==> src/design/rsfs_pkg.sv <==
// Shared types and constants for the RGB LED strobe/fade sequencer.
// No dependencies; used by rsfs_ctrl, rsfs_dp and the top level.
`default_nettype none

package rsfs_pkg;

    // Default fade step in milliseconds
    localparam int STEP_MS_DEFAULT = 20;

    localparam int COLOR_W = 24;
    localparam int CHAN_W  = 8;
    localparam int TIME_W  = 16;
    localparam int REP_W   = 8;
    localparam int EL_W    = 17;
    localparam int CFG_IDX_W = 3;

    // Divider produces one quotient bit per cycle
    localparam int QUO_W = CHAN_W;
    localparam int DIV_CNT_W = $clog2(QUO_W);
    localparam logic [DIV_CNT_W-1:0] DIV_LAST = DIV_CNT_W'(QUO_W - 1);

    // Channel slots inside a packed color
    localparam logic [1:0] CH_RED   = 2'd2;
    localparam logic [1:0] CH_GREEN = 2'd1;
    localparam logic [1:0] CH_BLUE  = 2'd0;

    typedef enum logic [1:0] {
        CMD_TICK  = 2'd0,
        CMD_START = 2'd1,
        CMD_STOP  = 2'd2
    } cmd_t;

    typedef enum logic [CFG_IDX_W-1:0] {
        REG_COLOR_ON        = 3'd0,
        REG_COLOR_OFF       = 3'd1,
        REG_STROBE_ON_TIME  = 3'd2,
        REG_STROBE_OFF_TIME = 3'd3,
        REG_FADE_IN_TIME    = 3'd4,
        REG_FADE_OUT_TIME   = 3'd5,
        REG_HOLD_TIME       = 3'd6,
        REG_REPEAT_LIMIT    = 3'd7
    } cfg_idx_t;

    typedef enum logic [1:0] {
        PH_IDLE     = 2'd0,
        PH_FADE_IN  = 2'd1,
        PH_HOLD     = 2'd2,
        PH_FADE_OUT = 2'd3
    } phase_t;

    typedef enum logic [2:0] {
        ST_IDLE,
        ST_EVAL,
        ST_MUL,
        ST_ADD,
        ST_DIV,
        ST_COMMIT
    } ctrl_state_t;

    // Controller -> datapath commands
    typedef struct packed {
        logic       capture;
        logic       mul;
        logic       add;
        logic       div;
        logic       last;
        logic       commit;
        logic [1:0] chan;
    } dp_cmd_t;

    // Datapath -> controller status
    typedef struct packed {
        logic need_blend;
    } dp_sts_t;

endpackage

`default_nettype wire

==> src/design/rgb_led_strobe_fade_sequencer_unit.sv <==
// A beat that needs no color blend goes from acceptance through evaluation
// to commit; a fade ramp step adds three multiply/divide passes after
// evaluation (one per channel, 1 quotient bit per cycle) before commit.
// Beats are taken only in idle, after the previous beat has committed.
// A new beat is taken while the previous result waits on out_ready.
// Reset (rst_n, async, low): effect idle, LED zero; result regs not reset.
`default_nettype none

module rgb_led_strobe_fade_sequencer_unit #(
    parameter int STEP_MS = rsfs_pkg::STEP_MS_DEFAULT
) (
    input  wire logic                            clk,
    input  wire logic                            rst_n,
    // configuration write channel
    input  wire logic                            cfg_valid,
    output logic                                 cfg_ready,
    input  wire logic [rsfs_pkg::CFG_IDX_W-1:0]  cfg_index,
    input  wire logic [rsfs_pkg::COLOR_W-1:0]    cfg_data,
    // input channel
    input  wire logic                            in_valid,
    output logic                                 in_ready,
    input  wire logic [1:0]                      command,
    input  wire logic                            effect_select,
    input  wire logic [rsfs_pkg::TIME_W-1:0]     start_delay,
    // output channel
    output logic                                 out_valid,
    input  wire logic                            out_ready,
    output logic [rsfs_pkg::CHAN_W-1:0]          red,
    output logic [rsfs_pkg::CHAN_W-1:0]          green,
    output logic [rsfs_pkg::CHAN_W-1:0]          blue,
    output logic                                 active,
    output logic                                 finished
);
    import rsfs_pkg::*;

    dp_cmd_t dp_cmd;
    dp_sts_t dp_sts;

    // Registers accept a write every cycle
    assign cfg_ready = 1'b1;

    rsfs_ctrl u_ctrl (
        .clk       (clk),
        .rst_n     (rst_n),
        .in_valid  (in_valid),
        .in_ready  (in_ready),
        .out_valid (out_valid),
        .out_ready (out_ready),
        .cmd       (dp_cmd),
        .sts       (dp_sts)
    );

    rsfs_dp #(
        .STEP_MS (STEP_MS)
    ) u_dp (
        .clk           (clk),
        .rst_n         (rst_n),
        .cfg_valid     (cfg_valid),
        .cfg_index     (cfg_index),
        .cfg_data      (cfg_data),
        .command       (command),
        .effect_select (effect_select),
        .start_delay   (start_delay),
        .cmd           (dp_cmd),
        .sts           (dp_sts),
        .red           (red),
        .green         (green),
        .blue          (blue),
        .active        (active),
        .finished      (finished)
    );

endmodule

`default_nettype wire

==> src/design/rsfs_dp.sv <==
// Datapath: config registers, effect state, blend divider and result registers.
// Depends on rsfs_pkg; sequenced by rsfs_ctrl.
`default_nettype none

module rsfs_dp #(
    parameter int STEP_MS = rsfs_pkg::STEP_MS_DEFAULT
) (
    input  wire logic                               clk,
    input  wire logic                               rst_n,
    input  wire logic                               cfg_valid,
    input  wire logic [rsfs_pkg::CFG_IDX_W-1:0]     cfg_index,
    input  wire logic [rsfs_pkg::COLOR_W-1:0]       cfg_data,
    input  wire logic [1:0]                         command,
    input  wire logic                               effect_select,
    input  wire logic [rsfs_pkg::TIME_W-1:0]        start_delay,
    input  rsfs_pkg::dp_cmd_t                       cmd,
    output rsfs_pkg::dp_sts_t                       sts,
    output logic [rsfs_pkg::CHAN_W-1:0]             red,
    output logic [rsfs_pkg::CHAN_W-1:0]             green,
    output logic [rsfs_pkg::CHAN_W-1:0]             blue,
    output logic                                    active,
    output logic                                    finished
);
    import rsfs_pkg::*;

    // Configuration
    logic [COLOR_W-1:0] color_on_reg, color_off_reg;
    logic [TIME_W-1:0]  strobe_on_reg, strobe_off_reg;
    logic [TIME_W-1:0]  fade_in_reg, fade_out_reg, hold_reg;
    logic [REP_W-1:0]   repeat_limit_reg;

    // Effect state
    logic               running_reg, running_next;
    logic               kind_reg, kind_next;
    logic               lit_reg, lit_next;
    phase_t             phase_reg, phase_next;
    logic [EL_W-1:0]    el_reg, el_next;
    logic [REP_W-1:0]   rep_reg, rep_next;
    logic [TIME_W-1:0]  wait_reg, wait_next;
    logic [COLOR_W-1:0] led_reg, led_next;
    logic               done_next;

    // Captured input beat
    logic [1:0]         cmd_in_reg;
    logic               sel_reg;
    logic [TIME_W-1:0]  delay_reg;

    // Divider
    logic [COLOR_W-1:0] num_reg, dvs_reg, blend_reg, blend_next;
    logic [QUO_W-2:0]   quo_reg;

    // Result registers
    logic [CHAN_W-1:0]  red_reg, green_reg, blue_reg;
    logic               active_reg, finished_reg;

    function automatic logic [TIME_W-1:0] sched(input logic [TIME_W-1:0] ms);
        return (ms == '0) ? TIME_W'(1) : ms;
    endfunction

    function automatic logic [CHAN_W-1:0] chan_of(input logic [COLOR_W-1:0] c,
                                                  input logic [1:0] idx);
        logic [CHAN_W-1:0] v;
        case (idx)
            CH_RED:   v = c[23:16];
            CH_GREEN: v = c[15:8];
            default:  v = c[7:0];
        endcase
        return v;
    endfunction

    // Configuration writes
    always_ff @(posedge clk or negedge rst_n)
    begin
        if (!rst_n)
        begin
            color_on_reg     <= '0;
            color_off_reg    <= '0;
            strobe_on_reg    <= '0;
            strobe_off_reg   <= '0;
            fade_in_reg      <= '0;
            fade_out_reg     <= '0;
            hold_reg         <= '0;
            repeat_limit_reg <= '0;
        end
        else if (cfg_valid)
        begin
            unique case (cfg_index)
                REG_COLOR_ON:        color_on_reg     <= cfg_data;
                REG_COLOR_OFF:       color_off_reg    <= cfg_data;
                REG_STROBE_ON_TIME:  strobe_on_reg    <= cfg_data[TIME_W-1:0];
                REG_STROBE_OFF_TIME: strobe_off_reg   <= cfg_data[TIME_W-1:0];
                REG_FADE_IN_TIME:    fade_in_reg      <= cfg_data[TIME_W-1:0];
                REG_FADE_OUT_TIME:   fade_out_reg     <= cfg_data[TIME_W-1:0];
                REG_HOLD_TIME:       hold_reg         <= cfg_data[TIME_W-1:0];
                REG_REPEAT_LIMIT:    repeat_limit_reg <= cfg_data[REP_W-1:0];
                default: ;
            endcase
        end
    end

    // Input capture
    always_ff @(posedge clk)
    begin
        if (cmd.capture)
        begin
            cmd_in_reg <= command;
            sel_reg    <= effect_select;
            delay_reg  <= start_delay;
        end
    end

    // Blend operands: fade in goes on -> off, fade out goes off -> on
    logic               fwd;
    logic [COLOR_W-1:0] from_c, to_c;
    logic [TIME_W-1:0]  tot, diff;
    logic [CHAN_W-1:0]  a_ch, b_ch;
    logic               bypass;
    logic [COLOR_W-1:0] prod_a, prod_b;
    logic               ge;
    logic [QUO_W-1:0]   quo_full;
    logic [CHAN_W-1:0]  lerp_val;

    assign fwd      = (phase_reg == PH_FADE_IN);
    assign from_c   = fwd ? color_on_reg  : color_off_reg;
    assign to_c     = fwd ? color_off_reg : color_on_reg;
    assign tot      = fwd ? fade_in_reg   : fade_out_reg;
    assign diff     = tot - el_reg[TIME_W-1:0];
    assign a_ch     = chan_of(from_c, cmd.chan);
    assign b_ch     = chan_of(to_c, cmd.chan);
    assign bypass   = (tot == '0) || (el_reg >= {1'b0, tot});
    assign prod_a   = {16'd0, a_ch} * {8'd0, diff};
    assign prod_b   = {16'd0, b_ch} * {8'd0, el_reg[TIME_W-1:0]};
    assign ge       = (num_reg >= dvs_reg);
    assign quo_full = {quo_reg, ge};
    assign lerp_val = bypass ? b_ch : quo_full;

    always_comb
    begin
        blend_next = blend_reg;
        case (cmd.chan)
            CH_RED:   blend_next[23:16] = lerp_val;
            CH_GREEN: blend_next[15:8]  = lerp_val;
            default:  blend_next[7:0]   = lerp_val;
        endcase
    end

    // Multiply, accumulate, then restoring divide one bit per cycle
    always_ff @(posedge clk)
    begin
        if (cmd.mul)
        begin
            num_reg <= prod_a;
            dvs_reg <= {1'b0, tot, 7'd0};
        end
        else if (cmd.add)
        begin
            num_reg <= num_reg + prod_b;
        end
        else if (cmd.div)
        begin
            if (ge)
                num_reg <= num_reg - dvs_reg;
            dvs_reg <= dvs_reg >> 1;
            quo_reg <= quo_full[QUO_W-2:0];
            if (cmd.last)
                blend_reg <= blend_next;
        end
    end

    // Step evaluation
    logic            stop_now, cyc, halt_cmd, cont, blend_use;
    logic [EL_W-1:0] el_inc;

    assign stop_now = (repeat_limit_reg != '0) && (rep_reg <= REP_W'(1));
    assign el_inc   = el_reg + EL_W'(STEP_MS);

    always_comb
    begin
        running_next = running_reg;
        kind_next    = kind_reg;
        lit_next     = lit_reg;
        phase_next   = phase_reg;
        el_next      = el_reg;
        rep_next     = rep_reg;
        wait_next    = wait_reg;
        led_next     = led_reg;
        done_next    = 1'b0;
        cyc          = 1'b0;
        halt_cmd     = 1'b0;
        cont         = 1'b1;
        blend_use    = 1'b0;

        case (cmd_in_reg)
            CMD_TICK:
            begin
                if (running_reg)
                begin
                    if (wait_reg > TIME_W'(1))
                        wait_next = wait_reg - TIME_W'(1);
                    else if (!kind_reg)
                    begin
                        // strobe
                        if (!lit_reg)
                        begin
                            led_next  = color_on_reg;
                            lit_next  = 1'b1;
                            wait_next = sched(strobe_on_reg);
                        end
                        else
                        begin
                            led_next = color_off_reg;
                            lit_next = 1'b0;
                            cyc      = 1'b1;
                            if (!stop_now)
                                wait_next = sched(strobe_off_reg);
                        end
                    end
                    else
                    begin
                        // fade in
                        if (phase_reg == PH_FADE_IN)
                        begin
                            if ((fade_in_reg != '0) && (el_inc < {1'b0, fade_in_reg}))
                            begin
                                led_next  = blend_reg;
                                el_next   = el_inc;
                                wait_next = TIME_W'(STEP_MS);
                                blend_use = 1'b1;
                                cont      = 1'b0;
                            end
                            else
                            begin
                                led_next   = color_off_reg;
                                phase_next = PH_HOLD;
                                el_next    = '0;
                                if (hold_reg != '0)
                                begin
                                    wait_next = hold_reg;
                                    cont      = 1'b0;
                                end
                            end
                        end
                        // end of hold, or end of fade in when hold time is zero
                        if (cont && ((phase_reg == PH_FADE_IN) || (phase_reg == PH_HOLD)))
                        begin
                            if (fade_out_reg != '0)
                            begin
                                phase_next = PH_FADE_OUT;
                                el_next    = '0;
                                wait_next  = TIME_W'(1);
                            end
                            else
                            begin
                                cyc = 1'b1;
                                if (!stop_now)
                                begin
                                    led_next   = color_on_reg;
                                    phase_next = PH_FADE_IN;
                                    el_next    = '0;
                                    wait_next  = TIME_W'(1);
                                end
                            end
                        end
                        // fade out
                        if (phase_reg == PH_FADE_OUT)
                        begin
                            if ((fade_out_reg != '0) && (el_inc < {1'b0, fade_out_reg}))
                            begin
                                led_next  = blend_reg;
                                el_next   = el_inc;
                                wait_next = TIME_W'(STEP_MS);
                                blend_use = 1'b1;
                            end
                            else
                            begin
                                led_next = color_on_reg;
                                cyc      = 1'b1;
                                if (!stop_now)
                                begin
                                    phase_next = PH_FADE_IN;
                                    el_next    = '0;
                                    wait_next  = TIME_W'(1);
                                end
                            end
                        end
                    end
                end
            end
            CMD_START:
            begin
                running_next = 1'b1;
                kind_next    = sel_reg;
                lit_next     = 1'b0;
                rep_next     = repeat_limit_reg;
                el_next      = '0;
                if (sel_reg)
                begin
                    phase_next = PH_FADE_IN;
                    led_next   = color_on_reg;
                end
                else
                    phase_next = PH_IDLE;
                wait_next = sched(delay_reg);
            end
            CMD_STOP:
            begin
                halt_cmd = 1'b1;
            end
            default: ;
        endcase

        // End of one effect cycle: count repeats
        if (cyc && (repeat_limit_reg != '0))
            rep_next = (rep_reg == '0) ? '0 : rep_reg - REP_W'(1);

        if (halt_cmd || (cyc && stop_now))
        begin
            running_next = 1'b0;
            kind_next    = 1'b0;
            lit_next     = 1'b0;
            phase_next   = PH_IDLE;
            el_next      = '0;
            rep_next     = '0;
            wait_next    = '0;
            done_next    = cyc && stop_now;
        end
    end

    assign sts.need_blend = blend_use;

    // State commit
    always_ff @(posedge clk or negedge rst_n)
    begin
        if (!rst_n)
        begin
            running_reg <= 1'b0;
            kind_reg    <= 1'b0;
            lit_reg     <= 1'b0;
            phase_reg   <= PH_IDLE;
            el_reg      <= '0;
            rep_reg     <= '0;
            wait_reg    <= '0;
            led_reg     <= '0;
        end
        else if (cmd.commit)
        begin
            running_reg <= running_next;
            kind_reg    <= kind_next;
            lit_reg     <= lit_next;
            phase_reg   <= phase_next;
            el_reg      <= el_next;
            rep_reg     <= rep_next;
            wait_reg    <= wait_next;
            led_reg     <= led_next;
        end
    end

    // Result beat
    always_ff @(posedge clk)
    begin
        if (cmd.commit)
        begin
            red_reg      <= led_next[23:16];
            green_reg    <= led_next[15:8];
            blue_reg     <= led_next[7:0];
            active_reg   <= running_next;
            finished_reg <= done_next;
        end
    end

    assign red      = red_reg;
    assign green    = green_reg;
    assign blue     = blue_reg;
    assign active   = active_reg;
    assign finished = finished_reg;

endmodule

`default_nettype wire

==> src/design/rsfs_ctrl.sv <==
// Controller FSM: accepts input beats, runs the per-channel blend divide,
// commits the step and holds the output valid. Depends on rsfs_pkg.
`default_nettype none

module rsfs_ctrl (
    input  wire logic          clk,
    input  wire logic          rst_n,
    input  wire logic          in_valid,
    output logic               in_ready,
    output logic               out_valid,
    input  wire logic          out_ready,
    output rsfs_pkg::dp_cmd_t  cmd,
    input  rsfs_pkg::dp_sts_t  sts
);
    import rsfs_pkg::*;

    ctrl_state_t          state_reg, state_next;
    logic [1:0]           chan_reg, chan_next;
    logic [DIV_CNT_W-1:0] cnt_reg, cnt_next;
    logic                 out_valid_reg, out_valid_next;
    logic                 commit_ok;

    // Output register is free or being drained this cycle
    assign commit_ok = !out_valid_reg || out_ready;

    // Next state
    always_comb
    begin
        state_next = state_reg;
        chan_next  = chan_reg;
        cnt_next   = cnt_reg;
        unique case (state_reg)
            ST_IDLE:
            begin
                if (in_valid)
                    state_next = ST_EVAL;
            end
            ST_EVAL:
            begin
                if (sts.need_blend)
                begin
                    state_next = ST_MUL;
                    chan_next  = CH_RED;
                end
                else
                    state_next = ST_COMMIT;
            end
            ST_MUL:
            begin
                state_next = ST_ADD;
            end
            ST_ADD:
            begin
                state_next = ST_DIV;
                cnt_next   = '0;
            end
            ST_DIV:
            begin
                cnt_next = cnt_reg + DIV_CNT_W'(1);
                if (cnt_reg == DIV_LAST)
                begin
                    if (chan_reg == CH_BLUE)
                        state_next = ST_COMMIT;
                    else
                    begin
                        chan_next  = chan_reg - 2'd1;
                        state_next = ST_MUL;
                    end
                end
            end
            ST_COMMIT:
            begin
                if (commit_ok)
                    state_next = ST_IDLE;
            end
            default:
            begin
                state_next = ST_IDLE;
            end
        endcase
    end

    // Outputs and datapath commands
    always_comb
    begin
        cmd         = '0;
        cmd.chan    = chan_reg;
        cmd.capture = (state_reg == ST_IDLE) && in_valid;
        cmd.mul     = (state_reg == ST_MUL);
        cmd.add     = (state_reg == ST_ADD);
        cmd.div     = (state_reg == ST_DIV);
        cmd.last    = (state_reg == ST_DIV) && (cnt_reg == DIV_LAST);
        cmd.commit  = (state_reg == ST_COMMIT) && commit_ok;
        in_ready    = (state_reg == ST_IDLE);
        out_valid   = out_valid_reg;
    end

    always_comb
    begin
        if ((state_reg == ST_COMMIT) && commit_ok)
            out_valid_next = 1'b1;
        else if (out_ready)
            out_valid_next = 1'b0;
        else
            out_valid_next = out_valid_reg;
    end

    always_ff @(posedge clk or negedge rst_n)
    begin
        if (!rst_n)
        begin
            state_reg     <= ST_IDLE;
            chan_reg      <= CH_RED;
            cnt_reg       <= '0;
            out_valid_reg <= 1'b0;
        end
        else
        begin
            state_reg     <= state_next;
            chan_reg      <= chan_next;
            cnt_reg       <= cnt_next;
            out_valid_reg <= out_valid_next;
        end
    end

    // Checks
    a_accept_to_eval: assert property (@(posedge clk) disable iff (!rst_n)
        in_valid && in_ready |=> state_reg == ST_EVAL)
        else $error("accepted beat did not move to evaluation");

    a_commit_free: assert property (@(posedge clk) disable iff (!rst_n)
        cmd.commit |-> (!out_valid_reg || out_ready))
        else $error("commit would overwrite a pending result");

    a_div_exit: assert property (@(posedge clk) disable iff (!rst_n)
        state_reg == ST_DIV && cnt_reg == DIV_LAST |=>
            state_reg == ST_MUL || state_reg == ST_COMMIT)
        else $error("divide did not end after the last quotient bit");

    a_valid_from_commit: assert property (@(posedge clk) disable iff (!rst_n)
        $rose(out_valid_reg) |-> $past(state_reg) == ST_COMMIT)
        else $error("result valid raised outside commit");

    a_chan_range: assert property (@(posedge clk) disable iff (!rst_n)
        state_reg == ST_DIV |-> chan_reg != 2'd3)
        else $error("channel index out of range");

endmodule

`default_nettype wire
==> config.mk <==
export PLATFORM = sky130hd
export DESIGN_NAME = rgb_led_strobe_fade_sequencer_unit
export DESIGN_NICKNAME = d
export VERILOG_FILES = /design/src/design/rsfs_pkg.sv /design/src/design/rgb_led_strobe_fade_sequencer_unit.sv /design/src/design/rsfs_dp.sv /design/src/design/rsfs_ctrl.sv
export SDC_FILE = /design/constraint.sdc
export NUM_CORES = 1
export LEC_CHECK = 0
export ABC_CLOCK_PERIOD_IN_PS = 13310
export BUFFER_PORTS_ARGS = -buffer_cell sky130_fd_sc_hd__buf_2
export CAP_MARGIN = 30
export CORE_MARGIN = 8
export CORE_UTILIZATION = 59
export DETAILED_ROUTE_END_ITERATION = 8
export MAX_ROUTING_LAYER = met4
export PLACE_DENSITY = 0.77
export SLEW_MARGIN = 20
export SYNTH_ARGS = -nofsm -noshare
export SYNTH_HDL_FRONTEND = slang
export SYNTH_SLANG_ARGS = --single-unit
==> constraint.sdc <==
create_clock -name clk -period 13.31 [get_ports clk]
set_input_delay 0.6655 -clock clk [delete_from_list [all_inputs] [get_ports clk]]
set_output_delay 0.6655 -clock clk [all_outputs]
set_load 0.05 [all_outputs]
==> flow_summary.json <==
{
  "synth_ff_type": "dfrtp_1",
  "max_slew_margin_pct": 29.7,
  "slew_violations": 0,
  "cp.required_ns": 13.57,
  "antenna_found_initial": 0,
  "area_growth_pct": 8.24,
  "path_common_cell": "fa_1",
  "cts_hold_buf": 0,
  "grt.met1_usage_pct": 39.0,
  "cts_tree": "done",
  "synthArstFlopShare_pct": 63.6,
  "diodes": 0,
  "fin_crit_sh_pct": 69.4,
  "synth_largest_area_cell": "dfrtp_1",
  "cpPeakStageDelay_ns": 0.71,
  "yosysSeqAreaShare_pct": 30.7,
  "final.min_clock_period_ns": 9.23,
  "ys_warn_count": 0,
  "final_common_cell": "inv_1",
  "drtIter0Drc": 2464,
  "busiest_layer": "met2",
  "path_delay_family": "adder cells",
  "post_cts_resized": 0,
  "rsz0062_at_grt": "false",
  "outcome": "finished clean",
  "cp-start-kind": "flip-flop",
  "ant_nets": 0,
  "synth_seq_cells": 338,
  "cts_setup_buffers": 0,
  "yosys-top-cells-area": "dfrtp_1 18%, fa_1 13%, edfxtp_1 12%",
  "synth_cell_types": 91,
  "io_pins": 80,
  "cts_root_buf": "clkbuf_16",
  "dr_total_vias": 24900,
  "gr-usage-all-layers_pct": 32.0,
  "crit_arrival_ns": 9.49,
  "fmax_ghz": 0.108,
  "path_clk_slew_ns": 0.06,
  "cts_made_buffers": 38,
  "maxCapViolations": 0,
  "grt_max_degree": 100,
  "crit_slowest_cell": "nand2_1",
  "setup-tns-final_ns": 0,
  "worst_pin_slew_ns": 1.05,
  "skew_ns": 0.0415,
  "drive_gt1_share_pct": 13.3,
  "clockBufferDepth": 3,
  "endpoint_kind": "flip-flop",
  "drt_wl_total_um": 89500,
  "crit_buf_inv": 4,
  "timing.rr.end": "u_dp.num_reg[23]",
  "worstSetupPathType": "reg2reg",
  "nets": 3589,
  "wire_per_inst_um": 23.2,
  "grt_use_met2_pct": 52.0,
  "rows": 81,
  "dieArea_mm2": 0.0570,
  "avgSynthCellArea_um2": 9.29,
  "setup_viol": 0,
  "drt_first_pass_iters": 6,
  "dp_hpwl_um": 65600,
  "pre_cts_ws_ns": 4.25,
  "postPlaceCellArea_mm2": 0.0303,
  "drcViolationCount": 0,
  "fin_ws_ns": 4.08,
  "grt_pass1_vias": 25600,
  "synth-edff-count": 116,
  "grtUsageMet3_pct": 4.28,
  "port_buffers": 78,
  "final_cell_mix": "360 x inv_1, 272 x nor2_1, 259 x nand2_1",
  "synth_nets": 3577,
  "syn_area_mm2": 0.0293,
  "core_mm2": 0.0490,
  "gp_congestion": 1.01,
  "grt_overflow": 0,
  "htreeDepth": 2,
  "r2r_start": "u_dp.phase_reg[1]",
  "fp.dieW_um": 239,
  "holdCritPathClass": "in2async",
  "initial_core_util_pct": 59.8,
  "die_h_um": 239,
  "vias_per_cell": 6.46,
  "r2r_setup_slack_ns": 4.08,
  "design_area_mm2": 0.0317,
  "finalHoldViolCount": 0,
  "clock_latency_ns": 0.59,
  "crit_path_max_fanout": 22,
  "yosysTopAreaCellShare_pct": 18.3,
  "grt_pass1_wl_um": 140000,
  "worstRegToRegCells": 30,
  "synth_cells": 3153,
  "cts_sinks": 338
}
cells in the mapped netlist, types with 76 or more instances:
cell,instances
nor2_1,275
and2_1,76
o21ai_0,148
nand2_1,259
mux2_2,153
edfxtp_1,116
fa_1,192
dfrtp_1,214
ha_1,181
a21oi_1,143
clkbuf_1,130
inv_1,360
layer usage:
layer | routed length (µm) | part of all wire (%)
met5 | 0 | 0
met4 | 4960 | 5.5
met3 | 6680 | 7.5
met2 | 42700 | 48
met1 | 35200 | 39
worst max path at each step:
stage | start | endpoint | slack, ns | depth (start not counted)
final | u_dp.phase_reg[1] | u_dp.num_reg[23] | 4.08 | 30
after global routing | u_dp.phase_reg[1] | u_dp.num_reg[23] | 3.54 | 30
after floorplan | u_dp.phase_reg[1] | u_dp.num_reg[23] | 5.72 | 33
after detailed placement | u_dp.phase_reg[1] | u_dp.num_reg[23] | 4.25 | 30
after CTS | u_dp.phase_reg[1] | u_dp.num_reg[23] | 4.20 | 30
after global placement | u_dp.phase_reg[1] | u_dp.num_reg[23] | 4.48 | 30
stage by stage:
| stage | std cells | hold WS (ns) | utilization (%) |
|---|---|---|---|
| CTS | 3852 | 0.149 | 64.6 |
| floorplan | 3153 | 0.370 | - |
| finish | 3858 | 0.130 | 64.8 |
| global placement | 3780 | 0.444 | 61.8 |
| global route | 3858 | 0.196 | 64.8 |
| detailed placement | 3783 | 0.442 | 61.9 |
cells by family (layout without fill, tap and decap cells):
group,count (synthesis),in the layout,share of synthesized area [%]
other cells,1,1,0.0128
mux,187,187,7.39
xor+xnor,86,86,2.57
buf+inv,521,562,6.84
compound gates,724,724,16.6
flops,338,338,30.7
fa+ha+maj,373,373,20.9
simple gates,923,923,15.0
layout make-up:
type,instances,area [µm²]
multi-input cells,2294,18300
fillers,3997,17300
flip-flops and latches,338,9010
inverters,362,1360
clock buffers,42,986
repair buffers,131,832
well taps,664,831
clock inverters,27,354
Power is not shown: default switching activity piles up to over one toggle a cycle in this logic, so the estimate is an artifact.
